<file path="src/hw/rtl/idl_pkg.sv">
// ----------------------------------------------------------------------------
// idl_pkg
// Types and constants shared by the indent/dedent layout block.
// ----------------------------------------------------------------------------
package idl_pkg;

    localparam int COL_W = 16;
    localparam int TAG_W = 16;

    localparam logic [COL_W-1:0] BASE_COLUMN = 16'd1;

    localparam logic [2:0] KIND_NEWLINE = 3'd0;
    localparam logic [2:0] KIND_OPEN    = 3'd1;
    localparam logic [2:0] KIND_CLOSE   = 3'd2;
    localparam logic [2:0] KIND_OTHER   = 3'd3;
    localparam logic [2:0] KIND_END     = 3'd4;

    localparam logic [1:0] OUT_TOKEN  = 2'd0;
    localparam logic [1:0] OUT_INDENT = 2'd1;
    localparam logic [1:0] OUT_DEDENT = 2'd2;
    localparam logic [1:0] OUT_EOF    = 2'd3;

    localparam logic [1:0] STATUS_OK           = 2'd0;
    localparam logic [1:0] STATUS_INCONSISTENT = 2'd1;
    localparam logic [1:0] STATUS_OVERFLOW     = 2'd2;

    typedef struct packed {
        logic [2:0]       kind;
        logic [COL_W-1:0] column;
        logic [TAG_W-1:0] token_tag;
    } t_in_item;

    typedef struct packed {
        logic [1:0]       out_kind;
        logic [TAG_W-1:0] out_tag;
        logic [COL_W-1:0] out_column;
        logic [1:0]       status;
        logic             last;
    } t_out_item;

    typedef enum logic [1:0] {
        OP_PASS   = 2'd0,
        OP_LAYOUT = 2'd1,
        OP_FLUSH  = 2'd2
    } t_op;

    typedef struct packed {
        t_op              op;
        logic [COL_W-1:0] col;
        logic [TAG_W-1:0] tag;
    } t_cmd;

endpackage

</file>
<file path="src/hw/rtl/idl_front.sv">
// ----------------------------------------------------------------------------
// idl_front
// Accepts input transactions, tracks bracket depth and line start, and turns
// every item but a newline inside brackets into a stack engine command.
// ----------------------------------------------------------------------------
module idl_front #(
    parameter int BRACKET_BITS = 8
) (
    input  logic              i_clk,
    input  logic              i_rst_n,
    input  logic              i_in_valid,
    output logic              o_in_stall,
    input  idl_pkg::t_in_item i_in_data,
    input  logic              i_full,
    output logic              o_wr,
    output idl_pkg::t_cmd     o_cmd
);
    import idl_pkg::*;

    logic [BRACKET_BITS-1:0] r_bracket, n_bracket;
    logic                    r_line_start, n_line_start;
    logic                    w_keep;
    logic                    w_accept;
    t_op                     w_op;

    assign w_accept   = i_in_valid && !i_full;
    assign o_in_stall = i_full;

    always_comb begin
        n_bracket    = r_bracket;
        n_line_start = r_line_start;
        w_keep       = 1'b0;
        w_op         = OP_PASS;
        case (i_in_data.kind)
            KIND_NEWLINE: begin
                if (r_bracket == '0) begin
                    w_keep       = 1'b1;
                    n_line_start = 1'b1;
                end
            end
            KIND_OPEN, KIND_CLOSE, KIND_OTHER: begin
                if (i_in_data.kind == KIND_OPEN) begin
                    if (r_bracket != {BRACKET_BITS{1'b1}}) begin
                        n_bracket = r_bracket + 1'b1;
                    end
                end else if (i_in_data.kind == KIND_CLOSE) begin
                    if (r_bracket != '0) begin
                        n_bracket = r_bracket - 1'b1;
                    end
                end
                w_keep       = 1'b1;
                w_op         = r_line_start ? OP_LAYOUT : OP_PASS;
                n_line_start = 1'b0;
            end
            KIND_END: begin
                w_keep       = 1'b1;
                w_op         = OP_FLUSH;
                n_bracket    = '0;
                n_line_start = 1'b1;
            end
            default: begin
            end
        endcase
    end

    assign o_wr      = w_accept && w_keep;
    assign o_cmd.op  = w_op;
    assign o_cmd.col = i_in_data.column;
    assign o_cmd.tag = i_in_data.token_tag;

    always_ff @(posedge i_clk) begin
        if (!i_rst_n) begin
            r_bracket    <= '0;
            r_line_start <= 1'b1;
        end else if (w_accept) begin
            r_bracket    <= n_bracket;
            r_line_start <= n_line_start;
        end
    end

endmodule

</file>
<file path="src/hw/rtl/idl_queue.sv">
// ----------------------------------------------------------------------------
// idl_queue
// Two-entry command queue between the front end and the stack engine.
// ----------------------------------------------------------------------------
module idl_queue (
    input  logic          i_clk,
    input  logic          i_rst_n,
    input  logic          i_wr,
    input  idl_pkg::t_cmd i_cmd,
    output logic          o_full,
    output logic          o_valid,
    output idl_pkg::t_cmd o_cmd,
    input  logic          i_rd
);
    import idl_pkg::*;

    t_cmd       r_slot [2];
    logic       r_wptr;
    logic       r_rptr;
    logic [1:0] r_fill;
    logic       w_wr;
    logic       w_rd;

    assign o_full  = (r_fill == 2'd2);
    assign o_valid = (r_fill != 2'd0);
    assign o_cmd   = r_slot[r_rptr];
    assign w_wr    = i_wr && !o_full;
    assign w_rd    = i_rd && o_valid;

    always_ff @(posedge i_clk) begin
        if (w_wr) begin
            r_slot[r_wptr] <= i_cmd;
        end
    end

    always_ff @(posedge i_clk) begin
        if (!i_rst_n) begin
            r_wptr <= 1'b0;
            r_rptr <= 1'b0;
            r_fill <= 2'd0;
        end else begin
            if (w_wr) begin
                r_wptr <= !r_wptr;
            end
            if (w_rd) begin
                r_rptr <= !r_rptr;
            end
            case ({w_wr, w_rd})
                2'b10:   r_fill <= r_fill + 2'd1;
                2'b01:   r_fill <= r_fill - 2'd1;
                default: r_fill <= r_fill;
            endcase
        end
    end

endmodule

</file>
<file path="src/hw/rtl/idl_back.sv">
// ----------------------------------------------------------------------------
// idl_back
// Stack engine: compares columns with the indent stack, pushes and pops one
// entry per cycle unless stalled, and drives the registered result channel.
// ----------------------------------------------------------------------------
module idl_back #(
    parameter int STACK_DEPTH = 32
) (
    input  logic               i_clk,
    input  logic               i_rst_n,
    input  logic               i_valid,
    input  idl_pkg::t_cmd      i_cmd,
    output logic               o_rd,
    output logic               o_out_valid,
    input  logic               i_out_stall,
    output idl_pkg::t_out_item o_out_data
);
    import idl_pkg::*;

    localparam int CW = $clog2(STACK_DEPTH + 1);
    localparam int AW = $clog2(STACK_DEPTH);

    typedef enum logic [3:0] {
        ST_IDLE   = 4'b0001,
        ST_DEDENT = 4'b0010,
        ST_FLUSH  = 4'b0100,
        ST_TOKEN  = 4'b1000
    } t_state;

    t_state           r_state, n_state;
    logic [CW-1:0]    r_count, n_count;
    logic [COL_W-1:0] r_top, n_top;
    logic [COL_W-1:0] r_base, n_base;
    logic [1:0]       r_status, n_status;
    logic [COL_W-1:0] r_rd;
    logic             r_out_valid;
    t_out_item        r_out;
    logic [COL_W-1:0] r_mem [STACK_DEPTH];

    t_out_item        w_item;
    logic             w_emit;
    logic             w_push;
    logic             w_can_emit;
    logic [COL_W-1:0] w_below;
    logic [COL_W-1:0] w_top_cur;
    logic [CW-1:0]    w_rd_idx;
    logic             w_has_room;

    assign w_can_emit = !r_out_valid || !i_out_stall;
    assign w_below    = (r_count == CW'(2)) ? r_base : r_rd;
    assign w_top_cur  = (r_count != '0) ? r_top : '0;
    assign w_has_room = (r_count < CW'(STACK_DEPTH));

    always_comb begin
        n_state           = r_state;
        n_count           = r_count;
        n_top             = r_top;
        n_base            = r_base;
        n_status          = r_status;
        w_emit            = 1'b0;
        w_push            = 1'b0;
        o_rd              = 1'b0;
        w_item.out_kind   = OUT_TOKEN;
        w_item.out_tag    = i_cmd.tag;
        w_item.out_column = i_cmd.col;
        w_item.status     = STATUS_OK;
        w_item.last       = 1'b0;
        case (r_state)
            ST_IDLE: begin
                if (i_valid && w_can_emit) begin
                    w_emit = 1'b1;
                    case (i_cmd.op)
                        OP_PASS: begin
                            w_item.last = 1'b1;
                            o_rd        = 1'b1;
                        end
                        OP_FLUSH: begin
                            if (r_count > CW'(1)) begin
                                w_item.out_kind = OUT_DEDENT;
                                n_count         = r_count - 1'b1;
                                n_top           = w_below;
                                n_state         = ST_FLUSH;
                            end else begin
                                w_item.out_kind = OUT_EOF;
                                w_item.last     = 1'b1;
                                n_count         = CW'(1);
                                n_top           = BASE_COLUMN;
                                n_base          = BASE_COLUMN;
                                o_rd            = 1'b1;
                            end
                        end
                        OP_LAYOUT: begin
                            if (i_cmd.col > w_top_cur) begin
                                w_item.out_kind = OUT_INDENT;
                                if (w_has_room) begin
                                    w_push   = 1'b1;
                                    n_status = STATUS_OK;
                                end else begin
                                    n_status = STATUS_OVERFLOW;
                                end
                                n_state = ST_TOKEN;
                            end else if (i_cmd.col == w_top_cur) begin
                                w_item.last = 1'b1;
                                o_rd        = 1'b1;
                            end else begin
                                w_item.out_kind = OUT_DEDENT;
                                n_count         = r_count - 1'b1;
                                n_top           = w_below;
                                n_state         = ST_DEDENT;
                            end
                        end
                        default: begin
                            w_emit = 1'b0;
                        end
                    endcase
                end
            end
            ST_DEDENT: begin
                if (w_can_emit) begin
                    w_emit = 1'b1;
                    if (r_count != '0 && r_top > i_cmd.col) begin
                        w_item.out_kind = OUT_DEDENT;
                        n_count         = r_count - 1'b1;
                        n_top           = w_below;
                    end else begin
                        if (r_count == '0 || r_top != i_cmd.col) begin
                            w_item.status = STATUS_INCONSISTENT;
                            w_push        = w_has_room;
                        end
                        w_item.last = 1'b1;
                        o_rd        = 1'b1;
                        n_state     = ST_IDLE;
                    end
                end
            end
            ST_FLUSH: begin
                if (w_can_emit) begin
                    w_emit = 1'b1;
                    if (r_count > CW'(1)) begin
                        w_item.out_kind = OUT_DEDENT;
                        n_count         = r_count - 1'b1;
                        n_top           = w_below;
                    end else begin
                        w_item.out_kind = OUT_EOF;
                        w_item.last     = 1'b1;
                        n_count         = CW'(1);
                        n_top           = BASE_COLUMN;
                        n_base          = BASE_COLUMN;
                        o_rd            = 1'b1;
                        n_state         = ST_IDLE;
                    end
                end
            end
            ST_TOKEN: begin
                if (w_can_emit) begin
                    w_emit        = 1'b1;
                    w_item.status = r_status;
                    w_item.last   = 1'b1;
                    o_rd          = 1'b1;
                    n_state       = ST_IDLE;
                end
            end
            default: begin
                n_state = ST_IDLE;
            end
        endcase
        if (w_push) begin
            n_top   = i_cmd.col;
            n_count = r_count + 1'b1;
            if (r_count == '0) begin
                n_base = i_cmd.col;
            end
        end
    end

    assign w_rd_idx = n_count - CW'(2);

    always_ff @(posedge i_clk) begin
        if (w_push && r_count != '0) begin
            r_mem[r_count[AW-1:0]] <= i_cmd.col;
        end
        r_rd <= r_mem[w_rd_idx[AW-1:0]];
    end

    always_ff @(posedge i_clk) begin
        if (!i_rst_n) begin
            r_state     <= ST_IDLE;
            r_count     <= CW'(1);
            r_top       <= BASE_COLUMN;
            r_base      <= BASE_COLUMN;
            r_out_valid <= 1'b0;
        end else begin
            r_state <= n_state;
            r_count <= n_count;
            r_top   <= n_top;
            r_base  <= n_base;
            if (w_emit) begin
                r_out_valid <= 1'b1;
            end else if (!i_out_stall) begin
                r_out_valid <= 1'b0;
            end
        end
    end

    always_ff @(posedge i_clk) begin
        r_status <= n_status;
        if (w_emit) begin
            r_out <= w_item;
        end
    end

    assign o_out_valid = r_out_valid;
    assign o_out_data  = r_out;

endmodule

</file>
<file path="src/hw/rtl/indent_dedent_layout_unit.sv">
// ----------------------------------------------------------------------------
// indent_dedent_layout_unit
// Offside-rule layout: inserts Indent, Dedent and EndOfFile transactions into
// a classified token stream.
// ----------------------------------------------------------------------------
// A front end takes one token transaction per cycle while the queue has room,
// tracks bracket depth and line start, and queues a command in a two-entry
// queue; the stack engine emits one result per cycle, unless the output
// stalls, into a registered output. A passed token gives one result, a deeper
// line's first token gives Indent and the token, a line closing N levels
// gives N Dedents and the token, and an end item gives a Dedent per open
// level and EndOfFile. The indent stack pops entries at that rate through its
// single registered memory read port. No clearing pass is needed after reset.
module indent_dedent_layout_unit #(
    parameter int STACK_DEPTH  = 32,
    parameter int BRACKET_BITS = 8
) (
    input  logic               i_clk,
    input  logic               i_rst_n,
    input  logic               i_in_valid,
    output logic               o_in_stall,
    input  idl_pkg::t_in_item  i_in_data,
    output logic               o_out_valid,
    input  logic               i_out_stall,
    output idl_pkg::t_out_item o_out_data
);
    import idl_pkg::*;

    logic w_wr;
    logic w_full;
    logic w_q_valid;
    logic w_q_rd;
    t_cmd w_wr_cmd;
    t_cmd w_head_cmd;

    idl_front #(
        .BRACKET_BITS (BRACKET_BITS)
    ) u_front (
        .i_clk      (i_clk),
        .i_rst_n    (i_rst_n),
        .i_in_valid (i_in_valid),
        .o_in_stall (o_in_stall),
        .i_in_data  (i_in_data),
        .i_full     (w_full),
        .o_wr       (w_wr),
        .o_cmd      (w_wr_cmd)
    );

    idl_queue u_queue (
        .i_clk   (i_clk),
        .i_rst_n (i_rst_n),
        .i_wr    (w_wr),
        .i_cmd   (w_wr_cmd),
        .o_full  (w_full),
        .o_valid (w_q_valid),
        .o_cmd   (w_head_cmd),
        .i_rd    (w_q_rd)
    );

    idl_back #(
        .STACK_DEPTH (STACK_DEPTH)
    ) u_back (
        .i_clk       (i_clk),
        .i_rst_n     (i_rst_n),
        .i_valid     (w_q_valid),
        .i_cmd       (w_head_cmd),
        .o_rd        (w_q_rd),
        .o_out_valid (o_out_valid),
        .i_out_stall (i_out_stall),
        .o_out_data  (o_out_data)
    );

endmodule
</file>
<file path="config.mk">
export PLATFORM = sky130hd
export DESIGN_NAME = indent_dedent_layout_unit
export DESIGN_NICKNAME = d
export VERILOG_FILES = /design/src/hw/rtl/idl_pkg.sv /design/src/hw/rtl/idl_front.sv /design/src/hw/rtl/idl_queue.sv /design/src/hw/rtl/idl_back.sv /design/src/hw/rtl/indent_dedent_layout_unit.sv
export SDC_FILE = /design/constraint.sdc
export NUM_CORES = 1
export LEC_CHECK = 0
export ABC_AREA = 0
export BUFFER_PORTS_ARGS = -buffer_cell sky130_fd_sc_hd__buf_2
export CAP_MARGIN = 20
export CORE_MARGIN = 1.5
export CORE_UTILIZATION = 45
export CTS_BUF_LIST = sky130_fd_sc_hd__clkbuf_4 sky130_fd_sc_hd__clkbuf_8 sky130_fd_sc_hd__clkbuf_16
export DETAILED_ROUTE_END_ITERATION = 8
export SETUP_SLACK_MARGIN = 0.4
export SKIP_LAST_GASP = 1
export SLEW_MARGIN = 25
export SYNTH_ARGS = -nofsm -noshare
export SYNTH_HDL_FRONTEND = slang
export SYNTH_HIERARCHICAL = 1
export SYNTH_SLANG_ARGS = --single-unit
</file>
<file path="constraint.sdc">
create_clock -name i_clk -period 9.2 [get_ports i_clk]
set_input_delay 1.84 -clock i_clk [delete_from_list [all_inputs] [get_ports i_clk]]
set_output_delay 1.84 -clock i_clk [all_outputs]
set_load 0.01 [all_outputs]
</file>
# Yosys cells after proc, flatten, opt, wreduce, memory -nomap -nowiden
# Memory sizes are Yosys's and may differ from the RTL's. A register that Yosys moved wholly into a read port is not among the register bits.
# Index checks and enable logic that the tools add are counted.
[op_classes]
n_addsub = 7
n_mul = 0
div_mod_pow = 0
magnitude_cmp = 4
eq_ne = 38
shift = 0
mux = 97
n_bitwise = 0
reduce_logical = 34
[ops]
columns = ["operator", "n"]
rows = [
  ["$mux W16", 16],
  ["$pmux W16 S2", 2],
  ["$mux W6", 8],
  ["$pmux W16 S3", 1],
  ["$mux W4", 9],
  ["$gt A16 B16 Y1", 2],
  ["$mux W8", 4],
  ["$mux W1", 30],
  ["$ne A3 B1 Y1 const B", 6],
  ["$pmux W6 S3", 1],
  ["$eq A16 B16 Y1", 1],
  ["$ne A16 B16 Y1", 1],
  ["$ne A4 B3 Y1 const B", 4],
  ["$pmux W2 S2", 4],
  ["$pmux W4 S4", 1],
  ["$pmux W8 S2", 1],
  ["$mux W2", 7],
  ["$ne A2 B1 Y1 const B", 6],
  ["$pmux W6 S2", 1],
  ["$mux W3", 3],
  ["$reduce_and A9 Y1", 1],
  ["$reduce_or A3 Y1", 3],
  ["$add A8 B1 Y8 const B", 1],
  ["$logic_not A8 Y1", 1],
  ["other kinds (43)", 66],
]
[totals]
ff_bits = 95
latchBits = 0
ramBits = 580
mem_bits_ro = 0
inputBits = 39
output_inout_bits = 39
word_cells = 198
memories = 2
[mem_list]
columns = ["name", "depth", "word_bits", "rd", "rd_ports_with_merged_regs", "write_ports", "line", "text"]
rows = [
  ["u_back.r_mem", 32, 16, 1, 1, 1, "idl_back.sv:38", "logic [COL_W-1:0] r_mem [STACK_DEPTH];"],
  ["u_queue.r_slot", 2, 34, 1, 1, 1, "idl_queue.sv:17", "t_cmd r_slot [2];"],
]

# Logic depth before layout (Yosys ltp)
# Gate-level depths: netlist (run 1).
[logic_depth]
word_depth = 11
mapped_depth = 29
ltp_nobuf = 19

# Modules after synthesis
# The synthesis (run 1) kept the hierarchy.
[by_module_without_submodules]
columns = ["module", "instances", "cells_per_inst", "area_per_inst_um2", "seq_area_each_um2"]
rows = [
  ["idl_back", 1, 2176, 26822.0, 17697.0],
  ["idl_queue", 1, 132, 2683.8, 2142.1],
  ["idl_front", 1, 132, 1046.0, 180.2],
]

# Worst setup path after synthesis (run 1)
# No wires, ideal clock.
[synth_path]
kind = "reg-to-reg"
start = "register u_back.r_count[0]"
end = "register u_back.r_rd[10] (read register of u_back.r_mem)"
setup_ps = 88
arrival_time_ps = 6448
t_required_ps = 9112
slack_ps = 2665
stages_incl_launch_ff = 24
n_path_buf = 6
period_less_slack_ps = 6535
path_cell_list = "dfxtp_1 -> clkbuf_1 -> clkbuf_1 -> clkbuf_1 -> inv_1 -> ha_1 -> nand2_1 -> clkbuf_1 -> buf_1 -> nand2_1 -> ha_1 -> and4_1 -> nand3_2 -> a211o_1 -> and3_4 -> nor4_1 -> nor2_1 -> nor3_1 -> a211oi_1 -> or4_4 -> nand3_2 -> buf_4 -> a31oi_1 -> nor4_2"
[synth_via]
elab_chain_cells = 10
word_cells_on_any_way = 30
classes_between = "add/sub (3); order compare (3); eq/ne (1); mux (19); reduce/logical (4)"
[synth_lines]
columns = ["element", "line", "text"]
rows = [
  ["start, declared", "idl_back.sv:31", "logic [CW-1:0] r_count, n_count;"],
  ["start signal, assigned", "idl_back.sv:194", "r_count <= n_count;"],
  ["branches (longest 8 deep; another with $gt A16 B16 Y1)", "--", ""],
  ["$mux W6 (*)", "idl_back.sv:167", "if (w_push) begin"],
  ["$sub A5 B2 Y5 (*)", "idl_back.sv:176", "assign w_rd_idx = n_count - CW'(2);"],
  ["end, declared", "idl_back.sv:35", "logic [COL_W-1:0] r_rd;"],
]
# Mark *: on every way between the ends.
# A chain may end at the register's enable or synchronous reset.

==> qor.csv, run 1 <==
metric;value;unit
status;complete, no violations;
slew_viol_final;0;
area.growth.synth_to_final;12.09;%
ys_types;81;
ys_async_sr_fraction;0;
r2r-end;u_back/r_rd[1];
synth_fa_ha_area_frac;0.02113;
dpl.cell_count;3260;
finalPower;12190;µW
vias;20680;
grt_overflow_total;0;
crit_path_end;u_back/r_rd[1];
ir_drop;0.5810;mV
rsz0062_at_grt;no;
synth_area;30550;µm²
crit_cells;18;
clock-sinks;691;
rr_worst_depth;18;
min_path_type;flop to flop;
antenna_found_initial;2;
pin_count;78;
setup_viol;0;
path_cells;mux2_2 > inv_1 > ha_1 > nor2b_1 > o211ai_1 > a211oi_2 > nor4_2 > nor2_1 > o21bai_1 > a41oi_1 > mux2_2 > inv_6 > ha_1 > xor2_4 > buf_4 > nand4_1 > a31oi_1 > nor4_1;
drt_iter0_drc;2276;
htree_levels;3;
pre_cts_slack;1.634;ns
cts-resized-gates;0;
yosys_warnings;6;
fp.dieH;263.6;µm
synth_top_cell_by_area;edfxtp_1;
route.detailed.drc;0;
synthSimpleGateAreaFrac;0.1125;
nFillCells;5683;
seq_area_frac_synth;0.6553;
hold_violations;0;
cp_data_required_time;9.66;ns
post_drt_wl_per_cell;25.55;µm
synth_common_cells;edfxtp_1 (618), nand2_1 (337), a211oi_1 (260);
slowest_delay;0.91;ns
gp_congestion;0.8829;
worstSetupStartpointType;flop;
synth_top_family_by_area;compound AO/OA/AOI/OAI gates;
synth-compound-area-share;0.1247;
path_buf_inv;3;
postCtsSetupBuffers;0;
synth-edff-count;618;
worst_path_max_delay_cell;mux2_2;
initial_utilization;0.4549;
dr.pass1.iters;5;
syn_area_per_cell;12.52;µm²
grt_max_degree;92;
crit_path_end_kind;flop;
clk_latency;0.62;ns
worstMarginPinSlew;1.121;ns
synth_top_area_frac;0.6074;
max_cap_viol_count;0;
setup_ws;1.684;ns
syn_inst;2440;
root_buffer;clkbuf_16;
fin_crit;7.516;ns
core_area;67160;µm²
synthTopCellsByArea;edfxtp_1 (61%), a211oi_1 (6.4%), dfxtp_1 (4.8%);
grt_first_pass_wirelength;129.4;mm
clock_path_buffers;3;
crit_family;simple AND/OR/NAND/NOR gates;
fin_cells;3391;
clkTransAtPathRegs;0.06;ns
port_buffers;77;
ys_ff_latch;691;
synth.area.mux_share;0.03006;
cts_tree;built;
ant_nets;0;
die-width;263.6;µm
hold_buffers;0;
viasPerCell;6.098;
hold_ws;0.4764;ns
die_area;69460;µm²
finalCritPeriodShare;0.8169;
rows;95;
synth_xor_area_frac;0.003972;
powerDensity;356.0;nW/µm²
routed_wl;86.66;mm
r2r_slack;1.68;ns
drive_above_1_share;0.1462;
track_usage;0.2482;
final_nets;2552;
p_leak;0.01195;µW
path_class;flop to flop;
fmax;0.1331;GHz
hpwl;51.27;mm
synth_most_common_cell;edfxtp_1;
cts_buffers;72;
cp_max_fo;91;
worstPathArrival;7.98;ns
finClkSkew;0.02144;ns
slew-limit-headroom;0.2528;
fin_tns_setup;0;ns
grt_pass1_vias;20030;
synth_flop_cell;edfxtp_1;
metal layers:
layer	wire length [µm]	vias to the layer above	global-route usage
li1	-	9251	-
met3	6855	140	0.04742
met5	13	-	0
met1	35880	10400	0.3393
met2	40370	888	0.3889
met4	3543	2	0.1037
cells by family after synthesis:
group | Yosys count
compound gates | 532
xor+xnor | 13
fa+ha+maj | 51
buf+inv | 377
flops | 691
mux | 87
other cells | 1
simple gates | 688
worst register-to-register path: stages (launching register included):
cell,delay [ns]
dfxtp_2,0.73
mux2_2,0.92
inv_1,0.13
ha_1,0.34
nor2b_1,0.13
o211ai_1,0.18
a211oi_2,0.10
nor4_2,0.67
nor2_1,0.27
o21bai_1,0.22
a41oi_1,0.16
mux2_2,0.35
inv_6,0.58
ha_1,0.46
xor2_4,0.85
buf_4,0.55
nand4_1,0.15
a31oi_1,0.46
nor4_1,0.12
registers in the layout, indices dropped and copies added (netlist names), 2 cells and up, named ones only:
name and cells:
u_back/r_top 16, u_front/r_bracket 8, u_back/r_mem 512, u_back/r_rd 16, u_back/r_count 6, u_queue/r_slot 68
u_back/r_state 4, u_back/r_base 16, u_back/o_out_data 37, u_queue/r_fill 2
worst min path at each step:
stage,slack [ns],cells after the start,start,to
global placement,0.46,2,u_back/r_base[2],u_back/r_base[2]
CTS,0.48,2,u_back/r_base[8],u_back/r_base[8]
floorplan,0.45,2,u_back/r_base[14],u_back/r_base[14]
finish,0.48,2,u_back/r_base[8],u_back/r_base[8]
global route,0.51,2,u_back/r_base[13],u_back/r_base[13]
detailed placement,0.47,2,u_back/r_base[8],u_back/r_base[8]
layout make-up:
class	instances	area, µm²	area share
inverter	166	628.1	0.01834
clock buffer	101	2086	0.06091
clock inverter	28	225.2	0.006577
sequential	691	20020	0.5847
timing repair buffer	144	991.0	0.02894
tap	873	1092	0.03190
multi-input combinational	1387	9196	0.2685
antenna	1	2.502	0.00007307
cells in the final DEF, fill, tap and decap left out, types with 16 or more instances in the layout:
| cell type | netlist | layout |
|---|---|---|
| mux2_2 | 38 | 36 |
| a21oi_1 | 32 | 31 |
| nand2_1 | 337 | 337 |
| nor2_1 | 51 | 47 |
| a21boi_0 | 17 | 17 |
| o211a_1 | 16 | 16 |
| inv_1 | 164 | 164 |
| a211oi_1 | 260 | 259 |
| nand4_1 | 138 | 138 |
| nand3_1 | 34 | 34 |
| mux2i_1 | 49 | 49 |
| dfxtp_1 | 73 | 71 |
| buf_2 | 30 | 76 |
| clkbuf_4 | 0 | 22 |
| ha_1 | 50 | 50 |
| nor2b_1 | 17 | 17 |
| a31oi_1 | 65 | 65 |
| clkbuf_16 | 0 | 74 |
| edfxtp_1 | 618 | 618 |
| buf_4 | 37 | 57 |
| o311ai_0 | 17 | 17 |
| conb_1 | 1 | 16 |
| o21ai_0 | 53 | 52 |
through the flow:
| step | cell area, µm² | util |
|---|---|---|
| after floorplan | 30610 | - |
| after global placement | 31770 | 0.4731 |
| after detailed placement | 31880 | 0.4747 |
| after CTS | 34190 | 0.5091 |
| after global routing | 34240 | 0.5099 |
| final | 34250 | 0.5099 |
power breakdown:
group / total [µW] / leakage (µW) / switching (µW) / internal, µW
combinational: 5510 / 0.00459 / 3950 / 1560
clock: 2860 / 0.00116 / 1200 / 1670
sequential: 3820 / 0.00619 / 142 / 3680
total: 12200 / 0.0119 / 5290 / 6900
Power figures use the tool's default switching activity.
==> run 2: changes to the inputs <==
- clock period: 9.2 -> 7.36 ns (I/O delays scaled with it)
==> run 2 against run 1 <==
Via count grew 0.20%. Final area grew 1.4%. Utilization grew 0.74 points. Clock skew grew 0.0062 ns. Maximum frequency grew 17%. Global-route usage grew 0.32 points. Clock power grew 35%. Largest power group unchanged. Wire length grew 1.2%. Worst setup slack lost 0.73 ns.
==> qor.csv, run 2 (synthesized netlist as in run 1, its figures left out) <==
metric;value;unit;change
track_usage;0.2514;;+0.003234
hpwl;52.07;mm;+1.6%
cp_data_required_time;7.82;ns;-1.84 ns
clock_path_buffers;3;;unchanged
gp_congestion;0.8813;;-0.18%
path_cells;inv_1 > ha_1 > nand2_1 > nand2_1 > ha_1 > and3_4 > a221o_1 > a21oi_1 > nand3_1 > nor2_1 > a211oi_1 > o32a_1 > a21bo_4 > inv_1 > ha_1 > xnor2_2 > buf_12 > nand4_1 > a31oi_1 > nor4_2;;
htree_levels;3;;unchanged
grt_max_degree;195;;+110%
setup_ws;0.9511;ns;-0.7332 ns
path_class;flop to flop;;
crit_top_cell;ha_1;;
dpl.cell_count;3289;;+0.89%
ant_nets;0;;unchanged
antenna_found_initial;3;;+1
cts_tree;built;;
pin_count;78;;unchanged
grt_pass1_vias;20190;;+0.82%
p_leak;0.01223;µW;+2.4%
port_buffers;77;;unchanged
post_drt_wl_per_cell;25.57;µm;about the same
setup_viol;0;;unchanged
fmax;0.1560;GHz;+17%
die_area;69460;µm²;unchanged
finalCritPeriodShare;0.8708;;+0.05385
nFillCells;5714;;+0.55%
dr.pass1.iters;6;;+1
finClkSkew;0.02765;ns;+0.006210 ns
wl_met3;6.471;mm;-5.6%
grt_first_pass_wirelength;130.6;mm;+0.90%
crit_path_end_kind;flop;;
worstMarginPinSlew;1.018;ns;-0.1032 ns
slew-limit-headroom;0.3194;;+0.06659
clk_latency;0.62;ns;about the same
clkTransAtPathRegs;0.06;ns;about the same
hold_ws;0.4770;ns;+0.0005740 ns
drt_iter0_drc;2020;;-11%
viasPerCell;6.041;;-0.94%
cts-resized-gates;0;;unchanged
ir_drop;0.6253;mV;+7.6%
route.detailed.drc;0;;unchanged
wl_met1;36.65;mm;+2.2%
top_layer;met5;;
drive_above_1_share;0.1600;;+0.01375
path_buf_inv;3;;unchanged
clock-sinks;691;;unchanged
initial_utilization;0.4549;;unchanged
utilization;0.5173;;+0.007378
fp.dieH;263.6;µm;unchanged
slowest_delay;0.76;ns;-0.15 ns
pre_cts_slack;1.071;ns;-0.5631 ns
largest_reg_flops;512;;unchanged
rows;95;;unchanged
hold_buffers;0;;unchanged
wl_met2;41.13;mm;+1.9%
fin_crit;6.409;ns;-1.107 ns
die-width;263.6;µm;unchanged
rsz0062_at_grt;no;;
cp_max_fo;58;;-36%
diodes;0;;-1
status;complete, no violations;;
worstSetupStartpointType;flop;;
hold_violations;0;;unchanged
powerDensity;451.8;nW/µm²;+27%
worst_path_max_delay_cell;a31oi_1;;
crit_family;compound AO/OA/AOI/OAI gates;;
layout_common_cells;edfxtp_1 (618), nand2_1 (337), a211oi_1 (260);;
routed_wl;87.71;mm;+1.2%
root_buffer;clkbuf_16;;
slew_viol_final;0;;unchanged
worstPathArrival;6.87;ns;-1.11 ns
max_cap_viol_count;0;;unchanged
postCtsSetupBuffers;0;;unchanged
fin_cells;3430;;+1.2%
core_area;67160;µm²;unchanged
final_nets;2584;;+1.3%
grt_overflow_total;0;;unchanged
area.growth.synth_to_final;13.71;%;
vias;20720;;+0.20%
cts_buffers;75;;+4.2%
min_path_type;flop to flop;;
fin_tns_setup;0;ns;unchanged
layout_commonest_cell;edfxtp_1;;
r2r_slack;0.95;ns;-0.73 ns
[run 2: through the flow]
stage,cell area (µm²),power (µW)
after floorplan,30610,9166
after global placement,32110,11740
after detailed placement,32130,11800
after CTS,34710,15680
after global routing,34740,16380
final,34740,15700
[run 2: final timing paths]
path,startpoint,endpoint,cells after the start
hold reg to reg,u_back/r_base[10],u_back/r_base[10],2
setup reg to reg,u_back/r_count[0],u_back/r_rd[6],20
hold / removal,u_back/r_base[10],u_back/r_base[10],2
setup / recovery,u_back/r_count[0],u_back/r_rd[6],20
[run 2: final cells by class]
class / instances / area [µm²] / share of cell area
multi-input cells: 1387 / 9159 / 0.2636
well taps: 873 / 1092 / 0.03144
repair buffers: 173 / 1261 / 0.03630
inverters: 166 / 628.1 / 0.01808
clock buffers: 103 / 2195 / 0.06317
clock inverters: 37 / 382.9 / 0.01102
flip-flops and latches: 691 / 20020 / 0.5764
[run 2: tightest hold or removal path, cell delays in order (launching register included)]
cell and delay [ns]:
dfxtp_1 0.31, nand3_1 0.06, a21boi_0 0.07
[run 2: routing by layer]
metal / vias up / track usage
met5: - / 0
met4: 6 / 0.09748
met3: 157 / 0.04892
met2: 818 / 0.3983
met1: 10420 / 0.3422
li1: 9321 / -
[run 2: where the power goes]
group / total [µW] / leakage [µW] / switching [µW] / internal [µW]
registers: 4790 / 0.00619 / 200 / 4590
logic: 7040 / 0.00474 / 4940 / 2100
clock network: 3870 / 0.00130 / 1550 / 2320
total: 15700 / 0.0122 / 6690 / 9010
